$ cat src/hdl/nsd_pkg.sv
// ----------------------------------------------------------------------------
// nsd_pkg
// Shared types and constants of the NodeId byte stream decoder.
// ----------------------------------------------------------------------------
`default_nettype none

package nsd_pkg;

  localparam int unsigned ResultDepth = 4;

  localparam int unsigned CfgIdxW = 2;
  localparam int unsigned CfgDataW = 31;

  localparam logic [CfgIdxW-1:0] CFG_EXPANDED_MODE     = 2'd0;
  localparam logic [CfgIdxW-1:0] CFG_EXTENDED_FORMATS  = 2'd1;
  localparam logic [CfgIdxW-1:0] CFG_MAX_STRING_LENGTH = 2'd2;

  localparam logic [30:0] MaxStringLengthReset = 31'd4096;
  localparam logic [31:0] OpaqueMaxLength      = 32'd16;
  localparam logic [30:0] GuidLength           = 31'd16;

  localparam int unsigned FlagUri    = 7;
  localparam int unsigned FlagServer = 6;

  localparam logic [3:0] FMT_TWO_BYTE  = 4'h0;
  localparam logic [3:0] FMT_FOUR_BYTE = 4'h1;
  localparam logic [3:0] FMT_NUMERIC   = 4'h2;
  localparam logic [3:0] FMT_STRING    = 4'h3;
  localparam logic [3:0] FMT_GUID      = 4'h4;
  localparam logic [3:0] FMT_OPAQUE    = 4'h5;

  typedef enum logic [1:0] {
    KIND_PAYLOAD = 2'd0,
    KIND_DONE    = 2'd1,
    KIND_ERROR   = 2'd2
  } rec_kind_e;

  typedef enum logic [1:0] {
    ID_NUMERIC = 2'd0,
    ID_STRING  = 2'd1,
    ID_GUID    = 2'd2,
    ID_OPAQUE  = 2'd3
  } id_kind_e;

  typedef enum logic [3:0] {
    PH_MASK  = 4'd0,
    PH_ID8   = 4'd1,
    PH_NS8   = 4'd2,
    PH_ID16  = 4'd3,
    PH_NS16  = 4'd4,
    PH_ID32  = 4'd5,
    PH_SLEN  = 4'd6,
    PH_SDATA = 4'd7,
    PH_GUID  = 4'd8,
    PH_OLEN  = 4'd9,
    PH_ODATA = 4'd10,
    PH_ULEN  = 4'd11,
    PH_UDATA = 4'd12,
    PH_SRV   = 4'd13
  } phase_e;

  typedef struct packed {
    logic        expanded;
    logic        extended;
    logic [30:0] max_len;
  } nsd_cfg_t;

  typedef struct packed {
    rec_kind_e   kind;
    logic [7:0]  payload_byte;
    logic        payload_source;
    logic [1:0]  id_kind;
    logic [15:0] ns_index;
    logic [31:0] numeric_id;
    logic [31:0] id_length;
    logic [31:0] uri_length;
    logic [31:0] srv_index;
  } nsd_rec_t;

endpackage

`default_nettype wire

$ cat src/hdl/nodeid_binary_stream_decoder_core.sv
// ----------------------------------------------------------------------------
// nodeid_binary_stream_decoder_core
// Decodes binary (expanded) NodeIds from a byte stream, one byte per transfer.
// ----------------------------------------------------------------------------
// Usage:
//   Input channel: one stream byte per transfer (in_valid_i, in_stall_o),
//   restart_i marks the byte as a fresh mask byte.
//   Output channel: one record per transfer (out_valid_o, out_stall_i):
//   payload byte, NodeId complete, or decode error.
//   Config channel: cfg_valid_i/cfg_ready_o, always ready, written while idle.
//   Queueing: a record enters the queue the cycle after its byte is taken and
//   is offered once it reaches the queue head. Throughput: one byte per cycle
//   while in_stall_o is low; the decode step sits between the input handshake
//   and a 4-entry result queue. A byte that ends an item with a payload byte
//   yields two records, drained one per cycle while out_stall_i is low. in_stall_o
//   rises when the queue has fewer than two free entries, backing up the input.
//   Reset: decoder expects a mask byte, queue is empty, registers return to
//   expanded_mode 0, extended_formats 1, max_string_length 4096.
// ----------------------------------------------------------------------------
`default_nettype none

module nodeid_binary_stream_decoder_core #(
  parameter int unsigned FifoDepth = nsd_pkg::ResultDepth
) (
  input  wire logic                         clk_i,
  input  wire logic                         rst_ni,
  input  wire logic                         in_valid_i,
  output logic                              in_stall_o,
  input  wire logic [7:0]                   data_byte_i,
  input  wire logic                         restart_i,
  output logic                              out_valid_o,
  input  wire logic                         out_stall_i,
  output logic [1:0]                        record_kind_o,
  output logic [7:0]                        payload_byte_o,
  output logic                              payload_source_o,
  output logic [1:0]                        identifier_kind_o,
  output logic [15:0]                       ns_index_o,
  output logic [31:0]                       numeric_id_o,
  output logic signed [31:0]                identifier_length_o,
  output logic signed [31:0]                uri_length_o,
  output logic [31:0]                       srv_index_o,
  input  wire logic                         cfg_valid_i,
  output logic                              cfg_ready_o,
  input  wire logic [nsd_pkg::CfgIdxW-1:0]  cfg_index_i,
  input  wire logic [nsd_pkg::CfgDataW-1:0] cfg_data_i
);
  import nsd_pkg::*;

  nsd_cfg_t   cfg_q;
  logic       accept, pop, full;
  logic [1:0] push_n;
  nsd_rec_t   rec0, rec1, head;

  assign cfg_ready_o = 1'b1;

  always_ff @(posedge clk_i or negedge rst_ni) begin
    if (!rst_ni) begin
      cfg_q.expanded <= 1'b0;
      cfg_q.extended <= 1'b1;
      cfg_q.max_len  <= MaxStringLengthReset;
    end else if (cfg_valid_i && cfg_ready_o) begin
      unique case (cfg_index_i)
        CFG_EXPANDED_MODE:     cfg_q.expanded <= cfg_data_i[0];
        CFG_EXTENDED_FORMATS:  cfg_q.extended <= cfg_data_i[0];
        CFG_MAX_STRING_LENGTH: cfg_q.max_len  <= cfg_data_i;
        default: ;
      endcase
    end
  end

  assign in_stall_o = full;
  assign accept     = in_valid_i && !in_stall_o;
  assign pop        = out_valid_o && !out_stall_i;

  nsd_step u_step (
    .clk_i       (clk_i),
    .rst_ni      (rst_ni),
    .cfg_i       (cfg_q),
    .accept_i    (accept),
    .data_byte_i (data_byte_i),
    .restart_i   (restart_i),
    .push_n_o    (push_n),
    .rec0_o      (rec0),
    .rec1_o      (rec1)
  );

  nsd_fifo #(
    .Depth (FifoDepth)
  ) u_fifo (
    .clk_i    (clk_i),
    .rst_ni   (rst_ni),
    .push_n_i (push_n),
    .rec0_i   (rec0),
    .rec1_i   (rec1),
    .pop_i    (pop),
    .full_o   (full),
    .valid_o  (out_valid_o),
    .head_o   (head)
  );

  assign record_kind_o       = head.kind;
  assign payload_byte_o      = head.payload_byte;
  assign payload_source_o    = head.payload_source;
  assign identifier_kind_o   = head.id_kind;
  assign ns_index_o          = head.ns_index;
  assign numeric_id_o        = head.numeric_id;
  assign identifier_length_o = $signed(head.id_length);
  assign uri_length_o        = $signed(head.uri_length);
  assign srv_index_o         = head.srv_index;

endmodule

`default_nettype wire

$ cat src/hdl/nsd_step.sv
// ----------------------------------------------------------------------------
// nsd_step
// Per-byte decode state machine; yields up to two result records per byte.
// ----------------------------------------------------------------------------
`default_nettype none

module nsd_step (
  input  wire logic              clk_i,
  input  wire logic              rst_ni,
  input  wire nsd_pkg::nsd_cfg_t cfg_i,
  input  wire logic              accept_i,
  input  wire logic [7:0]        data_byte_i,
  input  wire logic              restart_i,
  output logic [1:0]             push_n_o,
  output nsd_pkg::nsd_rec_t      rec0_o,
  output nsd_pkg::nsd_rec_t      rec1_o
);
  import nsd_pkg::*;

  phase_e      phase_q, phase_d, cur;
  logic [7:0]  mask_q, mask_d;
  logic [30:0] cnt_q, cnt_d, cnt_inc, cnt_dec;
  logic [15:0] ns_q, ns_d;
  logic [31:0] num_q, num_d;
  logic [31:0] len_q, len_d;
  logic [1:0]  kind_q, kind_d;
  logic [31:0] ulen_q, ulen_d;
  logic [31:0] srv_q, srv_d;

  logic [31:0] lane;
  logic [31:0] len_full, ulen_full;
  logic [3:0]  fmt;
  logic        full2, full4;
  logic        pay_v, pay_src, err, done, after_id, after_uri;
  nsd_rec_t    pay_rec, fin_rec;

  always_comb begin
    phase_d  = phase_q;
    mask_d   = mask_q;
    cnt_d    = cnt_q;
    ns_d     = ns_q;
    num_d    = num_q;
    len_d    = len_q;
    kind_d   = kind_q;
    ulen_d   = ulen_q;
    srv_d    = srv_q;
    pay_v    = 1'b0;
    pay_src  = 1'b0;
    err      = 1'b0;
    done     = 1'b0;
    after_id = 1'b0;

    cur       = restart_i ? PH_MASK : phase_q;
    fmt       = data_byte_i[3:0];
    lane      = {24'd0, data_byte_i} << {cnt_q[1:0], 3'b000};
    cnt_inc   = cnt_q + 31'd1;
    cnt_dec   = (cnt_q != '0) ? cnt_q - 31'd1 : cnt_q;
    full2     = (cnt_inc >= 31'd2);
    full4     = (cnt_inc >= 31'd4);
    len_full  = len_q | lane;
    ulen_full = ulen_q | lane;

    unique case (cur)
      PH_MASK: begin
        if (fmt > FMT_OPAQUE || (fmt >= FMT_GUID && !cfg_i.extended)) begin
          err = 1'b1;
        end else begin
          mask_d = cfg_i.expanded ? data_byte_i : {4'd0, fmt};
          cnt_d  = '0;
          ns_d   = '0;
          num_d  = '0;
          len_d  = '0;
          ulen_d = '1;
          srv_d  = '0;
          unique case (fmt)
            FMT_TWO_BYTE: begin
              phase_d = PH_ID8;
              kind_d  = ID_NUMERIC;
            end
            FMT_FOUR_BYTE: begin
              phase_d = PH_NS8;
              kind_d  = ID_NUMERIC;
            end
            FMT_NUMERIC: begin
              phase_d = PH_NS16;
              kind_d  = ID_NUMERIC;
            end
            FMT_STRING: begin
              phase_d = PH_NS16;
              kind_d  = ID_STRING;
            end
            FMT_GUID: begin
              phase_d = PH_NS16;
              kind_d  = ID_GUID;
            end
            default: begin
              phase_d = PH_NS16;
              kind_d  = ID_OPAQUE;
            end
          endcase
        end
      end
      PH_ID8: begin
        num_d    = {24'd0, data_byte_i};
        after_id = 1'b1;
      end
      PH_NS8: begin
        ns_d    = {8'd0, data_byte_i};
        phase_d = PH_ID16;
        cnt_d   = '0;
      end
      PH_ID16: begin
        num_d = num_q | lane;
        if (full2) begin
          cnt_d    = '0;
          after_id = 1'b1;
        end else begin
          cnt_d = cnt_inc;
        end
      end
      PH_NS16: begin
        ns_d = ns_q | lane[15:0];
        if (full2) begin
          cnt_d = '0;
          case (mask_q[3:0])
            FMT_NUMERIC: phase_d = PH_ID32;
            FMT_STRING:  phase_d = PH_SLEN;
            FMT_GUID:    phase_d = PH_GUID;
            default:     phase_d = PH_OLEN;
          endcase
        end else begin
          cnt_d = cnt_inc;
        end
      end
      PH_ID32: begin
        num_d = num_q | lane;
        if (full4) begin
          cnt_d    = '0;
          after_id = 1'b1;
        end else begin
          cnt_d = cnt_inc;
        end
      end
      PH_SLEN: begin
        len_d = len_full;
        if (!full4) begin
          cnt_d = cnt_inc;
        end else begin
          cnt_d = '0;
          if (len_full[31]) begin
            len_d    = '1;
            after_id = 1'b1;
          end else if (len_full[30:0] > cfg_i.max_len) begin
            err = 1'b1;
          end else if (len_full == '0) begin
            after_id = 1'b1;
          end else begin
            cnt_d   = len_full[30:0];
            phase_d = PH_SDATA;
          end
        end
      end
      PH_OLEN: begin
        len_d = len_full;
        if (!full4) begin
          cnt_d = cnt_inc;
        end else begin
          cnt_d = '0;
          if (len_full > OpaqueMaxLength) begin
            err = 1'b1;
          end else if (len_full == '0) begin
            after_id = 1'b1;
          end else begin
            cnt_d   = len_full[30:0];
            phase_d = PH_ODATA;
          end
        end
      end
      PH_GUID: begin
        pay_v = 1'b1;
        if (cnt_inc >= GuidLength) begin
          cnt_d    = '0;
          after_id = 1'b1;
        end else begin
          cnt_d = cnt_inc;
        end
      end
      PH_SDATA, PH_ODATA: begin
        pay_v = 1'b1;
        cnt_d = cnt_dec;
        if (cnt_dec == '0) begin
          after_id = 1'b1;
        end
      end
      PH_ULEN: begin
        ulen_d = ulen_full;
        if (!full4) begin
          cnt_d = cnt_inc;
        end else begin
          cnt_d = '0;
          if (ulen_full[31]) begin
            ulen_d = '1;
            done   = 1'b0;
          end else if (ulen_full[30:0] > cfg_i.max_len) begin
            err = 1'b1;
          end else if (ulen_full != '0) begin
            cnt_d   = ulen_full[30:0];
            phase_d = PH_UDATA;
          end
        end
      end
      PH_UDATA: begin
        pay_v   = 1'b1;
        pay_src = 1'b1;
        cnt_d   = cnt_dec;
      end
      PH_SRV: begin
        srv_d = srv_q | lane;
        if (full4) begin
          cnt_d = '0;
          done  = 1'b1;
        end else begin
          cnt_d = cnt_inc;
        end
      end
      default: begin
        phase_d = PH_MASK;
        cnt_d   = '0;
      end
    endcase

    // URI length done (null, zero) or last URI byte leads to the server index, or to completion without one
    after_uri = 1'b0;
    if (cur == PH_ULEN && full4 && !err && (ulen_full[31] || ulen_full == '0)) begin
      after_uri = 1'b1;
    end
    if (cur == PH_UDATA && cnt_dec == '0) begin
      after_uri = 1'b1;
    end

    if (after_id) begin
      if (mask_q[FlagUri]) begin
        phase_d = PH_ULEN;
        cnt_d   = '0;
        ulen_d  = '0;
      end else begin
        after_uri = 1'b1;
      end
    end
    if (after_uri) begin
      if (mask_q[FlagServer]) begin
        phase_d = PH_SRV;
        cnt_d   = '0;
        srv_d   = '0;
      end else begin
        done = 1'b1;
      end
    end
    if (done || err) begin
      phase_d = PH_MASK;
      cnt_d   = '0;
    end

    pay_rec                = '0;
    pay_rec.kind           = KIND_PAYLOAD;
    pay_rec.payload_byte   = data_byte_i;
    pay_rec.payload_source = pay_src;
    pay_rec.id_kind        = kind_q;

    fin_rec = '0;
    if (err) begin
      fin_rec.kind = KIND_ERROR;
    end else begin
      fin_rec.kind       = KIND_DONE;
      fin_rec.id_kind    = kind_d;
      fin_rec.ns_index   = ns_d;
      fin_rec.numeric_id = num_d;
      fin_rec.id_length  = len_d;
      fin_rec.uri_length = ulen_d;
      fin_rec.srv_index  = srv_d;
    end

    push_n_o = accept_i ? ({1'b0, pay_v} + {1'b0, done || err}) : 2'd0;
    rec0_o   = pay_v ? pay_rec : fin_rec;
    rec1_o   = fin_rec;
  end

  always_ff @(posedge clk_i or negedge rst_ni) begin
    if (!rst_ni) begin
      phase_q <= PH_MASK;
      mask_q  <= '0;
      cnt_q   <= '0;
      ns_q    <= '0;
      num_q   <= '0;
      len_q   <= '0;
      kind_q  <= '0;
      ulen_q  <= '1;
      srv_q   <= '0;
    end else if (accept_i) begin
      phase_q <= phase_d;
      mask_q  <= mask_d;
      cnt_q   <= cnt_d;
      ns_q    <= ns_d;
      num_q   <= num_d;
      len_q   <= len_d;
      kind_q  <= kind_d;
      ulen_q  <= ulen_d;
      srv_q   <= srv_d;
    end
  end

endmodule

`default_nettype wire

$ cat src/hdl/nsd_fifo.sv
// ----------------------------------------------------------------------------
// nsd_fifo
// Result queue; takes up to two records per cycle, gives one per transfer.
// ----------------------------------------------------------------------------
`default_nettype none

module nsd_fifo #(
  parameter int unsigned Depth = nsd_pkg::ResultDepth
) (
  input  wire logic              clk_i,
  input  wire logic              rst_ni,
  input  wire logic [1:0]        push_n_i,
  input  wire nsd_pkg::nsd_rec_t rec0_i,
  input  wire nsd_pkg::nsd_rec_t rec1_i,
  input  wire logic              pop_i,
  output logic                   full_o,
  output logic                   valid_o,
  output nsd_pkg::nsd_rec_t      head_o
);
  import nsd_pkg::*;

  localparam int unsigned PtrW = (Depth > 1) ? $clog2(Depth) : 1;
  localparam int unsigned CntW = $clog2(Depth + 1);

  nsd_rec_t        mem_q [Depth];
  logic [PtrW-1:0] wptr_q, wptr_d, wptr1, rptr_q, rptr_d;
  logic [CntW-1:0] count_q, count_d;

  function automatic logic [PtrW-1:0] bump(input logic [PtrW-1:0] p);
    bump = (p == PtrW'(Depth - 1)) ? '0 : p + PtrW'(1);
  endfunction

  always_comb begin
    wptr1   = bump(wptr_q);
    wptr_d  = (push_n_i == 2'd2) ? bump(wptr1) : (push_n_i == 2'd1) ? wptr1 : wptr_q;
    rptr_d  = pop_i ? bump(rptr_q) : rptr_q;
    count_d = count_q + CntW'(push_n_i) - CntW'(pop_i);
  end

  assign valid_o = (count_q != '0);
  assign full_o  = (count_q > CntW'(Depth - 2));
  assign head_o  = mem_q[rptr_q];

  always_ff @(posedge clk_i) begin
    if (push_n_i != 2'd0) begin
      mem_q[wptr_q] <= rec0_i;
    end
    if (push_n_i == 2'd2) begin
      mem_q[wptr1] <= rec1_i;
    end
  end

  always_ff @(posedge clk_i or negedge rst_ni) begin
    if (!rst_ni) begin
      wptr_q  <= '0;
      rptr_q  <= '0;
      count_q <= '0;
    end else begin
      wptr_q  <= wptr_d;
      rptr_q  <= rptr_d;
      count_q <= count_d;
    end
  end

endmodule

`default_nettype wire

$ cat config.mk
export PLATFORM = sky130hd
export DESIGN_NAME = nodeid_binary_stream_decoder_core
export DESIGN_NICKNAME = d
export VERILOG_FILES = /design/src/hdl/nsd_pkg.sv /design/src/hdl/nodeid_binary_stream_decoder_core.sv /design/src/hdl/nsd_step.sv /design/src/hdl/nsd_fifo.sv
export SDC_FILE = /design/constraint.sdc
export NUM_CORES = 2
export LEC_CHECK = 0
export ABC_AREA = 1
export BUFFER_PORTS_ARGS = -buffer_cell sky130_fd_sc_hd__clkbuf_2
export CORE_MARGIN = 2
export CORE_UTILIZATION = 55
export DETAILED_ROUTE_END_ITERATION = 10
export PLACE_DENSITY = 0.86
export SYNTH_ARGS = -nofsm -noshare
export SYNTH_HDL_FRONTEND = slang
export SYNTH_SLANG_ARGS = --single-unit
$ cat constraint.sdc
create_clock -name clk_i -period 7.9 [get_ports clk_i]
set_clock_uncertainty 0.1 [all_clocks]
set_input_delay 1.58 -clock clk_i [delete_from_list [all_inputs] [get_ports clk_i]]
set_output_delay 1.58 -clock clk_i [all_outputs]
set_load 0.05 [all_outputs]
==> metrics <==
H-Tree Depth 3; status finished, final reports clean; hold_buf cts 0; worst rel slew slack 0.158; WP buf/inv 4; Worst Hold Class reg -> reg; max_cap viols 0; Syn-to-layout area delta 11.0%; R2R setup slack 1.07 ns; initial antenna violation count 1; Crit-path slowest cell nor2_1; asr flop ratio synth 0.265; final hold violations 0; post-DP HPWL 98000 µm; global-route wire length before repair 218000 µm; Resize count post-CTS 0; clock buffer depth 3; Power Density 368 nW/µm²; Yosys top cell by area edfxtp_1; Critical Path RT 8.17 ns; Finish-stage setup viols 0; Worst Tran Pin Value 1.26 ns; Top-Level Pins 207; Max Freq 0.142 GHz; ratio of cells with drive above 1 in the final layout 0.116; Initial Utilization 0.554; fin cells 6144; root buf cell clkbuf_16; IO Port Bufs 205; CTS sink count 855; crit end category flop; Inserted Clock Buffers 86; RSZ-0062 raised after global routing no; All-Layer GR Usage 0.349; mux contribution to synthesized area 0; placed cell count 5982; RePlAce Congestion 1.04; number of global-route vias before repair 35637; Core Box Area 78700 µm²; Peak VDD IR 0.246 mV; Syn Area/Cell 8.78 µm²; placed inst area 45500 µm²; synth cell count leaders nor2_1, nand2_1, edfxtp_1, o21ai_0, inv_1; PnR Total Power 17.8 mW; Cell variety after synth 60; width of the die 286 µm; setup TNS 0 ns; Post-layout nets 5146; Leakage 19.1 nW; vias 38109; Synth warnings 0; Post-synth EDFFs 592; Critical Path Start data_byte_i[7]; Clk pin slew, worst setup/hold paths 0.06 ns; WL final 145000 µm; Synth Area in XOR/XNOR 0.00462; Die ar. 81500 µm²; dominant cells by area after synthesis edfxtp_1, dfrtp_1, nor2_1; final instance area 48400 µm²; dominant cell type by count on the critical path nand2_1; Compound-Gate Fraction of Synth Area 0.134; startpoint types primary input; CTS tree built; die height 286 µm; grt total ovfl 0; largest net degree at the start of global routing 185; adder-cell share of the synthesized area 0.0228; area taken by multi-input logic gates 16900 µm²; Vias/cell 6.20; crit path kind in -> reg; share of the synthesized area in the top cell type 0.408; Wirelength per Cell 23.7 µm; Post-Syn Area 43600 µm²; Final Max Tran Viols 0; final worst-path cycle share 0.889; First DRT Iteration DRCs 6032; number of fill cells 6169; CP max stage delay 0.49 ns; most common cell in the netlist nor2_1; main combinational cell family by area after synthesis simple AND/OR/NAND/NOR gates; top_reg_cell synth edfxtp_1; Final ANT Viol Nets 0; critical path peak fanout 23; CP arrival 7.29 ns; Final min period 7.02 ns; Register Area 24200 µm²; Post-CTS Repair Setup Buffers 0; CP delay by family, top simple AND/OR/NAND/NOR gates; DRC 0; Synth Area in Simple Gates 0.223; sequential cell area fraction in the yosys report 0.556; syn_nets 5090; Clock Latency Late Sink 0.66 ns; DRT Pass-1 Iters 6; row cnt 103; Seq cells post-synth 855; Syn Inst Count 4964; RR Startpoint u_step.cnt_q[1]; worst hold start u_step.srv_q[8]
[report_power, final]
part	internal [mW]	leakage, nW	switching (mW)
Clock	2.43	1.40	1.80
Sequential	5.37	8.72	0.319
Combinational	1.67	8.95	6.22
Total	9.47	19.1	8.33
[placed cells by master (no fill, tap or decap), types with 11 or more instances in the layout]
| cell type | n |
|---|---|
| nand2_1 | 805 |
| nor3_1 | 11 |
| o21bai_1 | 41 |
| edfxtp_1 | 592 |
| o22ai_1 | 163 |
| ha_1 | 78 |
| inv_1 | 287 |
| a221oi_2 | 19 |
| clkinv_1 | 12 |
| o21ai_0 | 561 |
| a211oi_1 | 25 |
| clkbuf_8 | 13 |
| nand3_1 | 140 |
| nor2_2 | 24 |
| buf_4 | 60 |
| nand3_2 | 30 |
| dfstp_2 | 34 |
| buf_12 | 21 |
| xor2_1 | 16 |
| o21ai_1 | 13 |
| dfxtp_1 | 36 |
| clkbuf_2 | 204 |
| dfrtp_1 | 191 |
| a21oi_1 | 98 |
| inv_2 | 22 |
| nor2_1 | 1249 |
| clkbuf_16 | 86 |
| nand4_1 | 65 |
| clkbuf_1 | 25 |
| o2111ai_1 | 33 |
[flip-flops by register name, summed over array words and instances, names as in the netlist, 6 cells and up]
register       count
u_step.mask_q      6
u_fifo.mem_q     628
u_step.len_q      32
u_step.cnt_q      31
u_step.ulen_q     32
cfg_q             33
u_step.srv_q      32
u_step.ns_q       16
u_step.num_q      32
[final cells by class]
type / instances / area share
tap: 1050 / 0.0271
antenna: 1 / 0.0000517
sequential: 855 / 0.501
clock buffer: 126 / 0.0504
multi-input combinational: 3474 / 0.348
inverter: 317 / 0.0248
clock inverter: 35 / 0.00949
timing repair buffer: 286 / 0.0394
[worst register-to-register path: stages, from the launching register on]
cell	delay (ns)
dfrtp_1	0.57
inv_2	0.23
nand2_1	0.25
nor2_1	0.55
inv_1	0.39
nand2_1	0.30
ha_1	0.16
nand2_1	0.09
nor3_1	0.31
nand2_1	0.12
nand2_1	0.12
nand4_1	0.10
nand2_1	0.08
nand2_1	0.04
nand2_1	0.08
nand3_1	0.10
nor2_2	0.17
nand2_2	0.12
nand2_4	0.10
o21ai_0	0.17
ha_1	0.34
nand2_1	0.09
ha_1	0.34
nand2_1	0.49
o21ai_0	0.29
nand2_4	0.34
buf_4	0.38
nor2_1	0.10
[path summary, 6_finish.rpt]
check	endpoint	cells past startpoint
max	u_fifo.mem_q[3][94]	27
min	u_step.srv_q[8]	2
max reg2reg	u_fifo.mem_q[3][94]	27
min reg2reg	u_step.srv_q[8]	2
max in group asynchronous	u_fifo.rptr_q[0]	2
min in group asynchronous	cfg_q[0]	1
[through the flow]
stage | hold WS (ns) | worst slack, ns | util
final | 0.379 | 0.877 | 0.615
after global routing | 0.397 | 0.701 | 0.615
after CTS | 0.378 | 1.07 | 0.615
after detailed placement | 0.361 | 0.397 | 0.578
after global placement | 0.355 | 0.487 | 0.578
after floorplan | 0.344 | 0.907 | -
[logic make-up (layout without fill, tap and decap cells)]
logic type               count (synthesis)  count (layout)
flip-flops                             855             855
AO/OA/AOI/OAI                          999             999
AND/OR/NAND/NOR                       2372            2372
XOR/XNOR                                23              23
adder cells (fa/ha/maj)                 79              79
other                                    1               2
buffers and inverters                  635             764
[layer usage]
metal  share of wire  vias up  global-route usage
li1                -    16912                   -
met3            0.11      377              0.0621
met1            0.38    18215               0.482
met2            0.46     2603               0.546
met5        0.000069        -                   0
met4           0.049        2               0.152
Note: power is estimated with default switching activity, not from simulation.
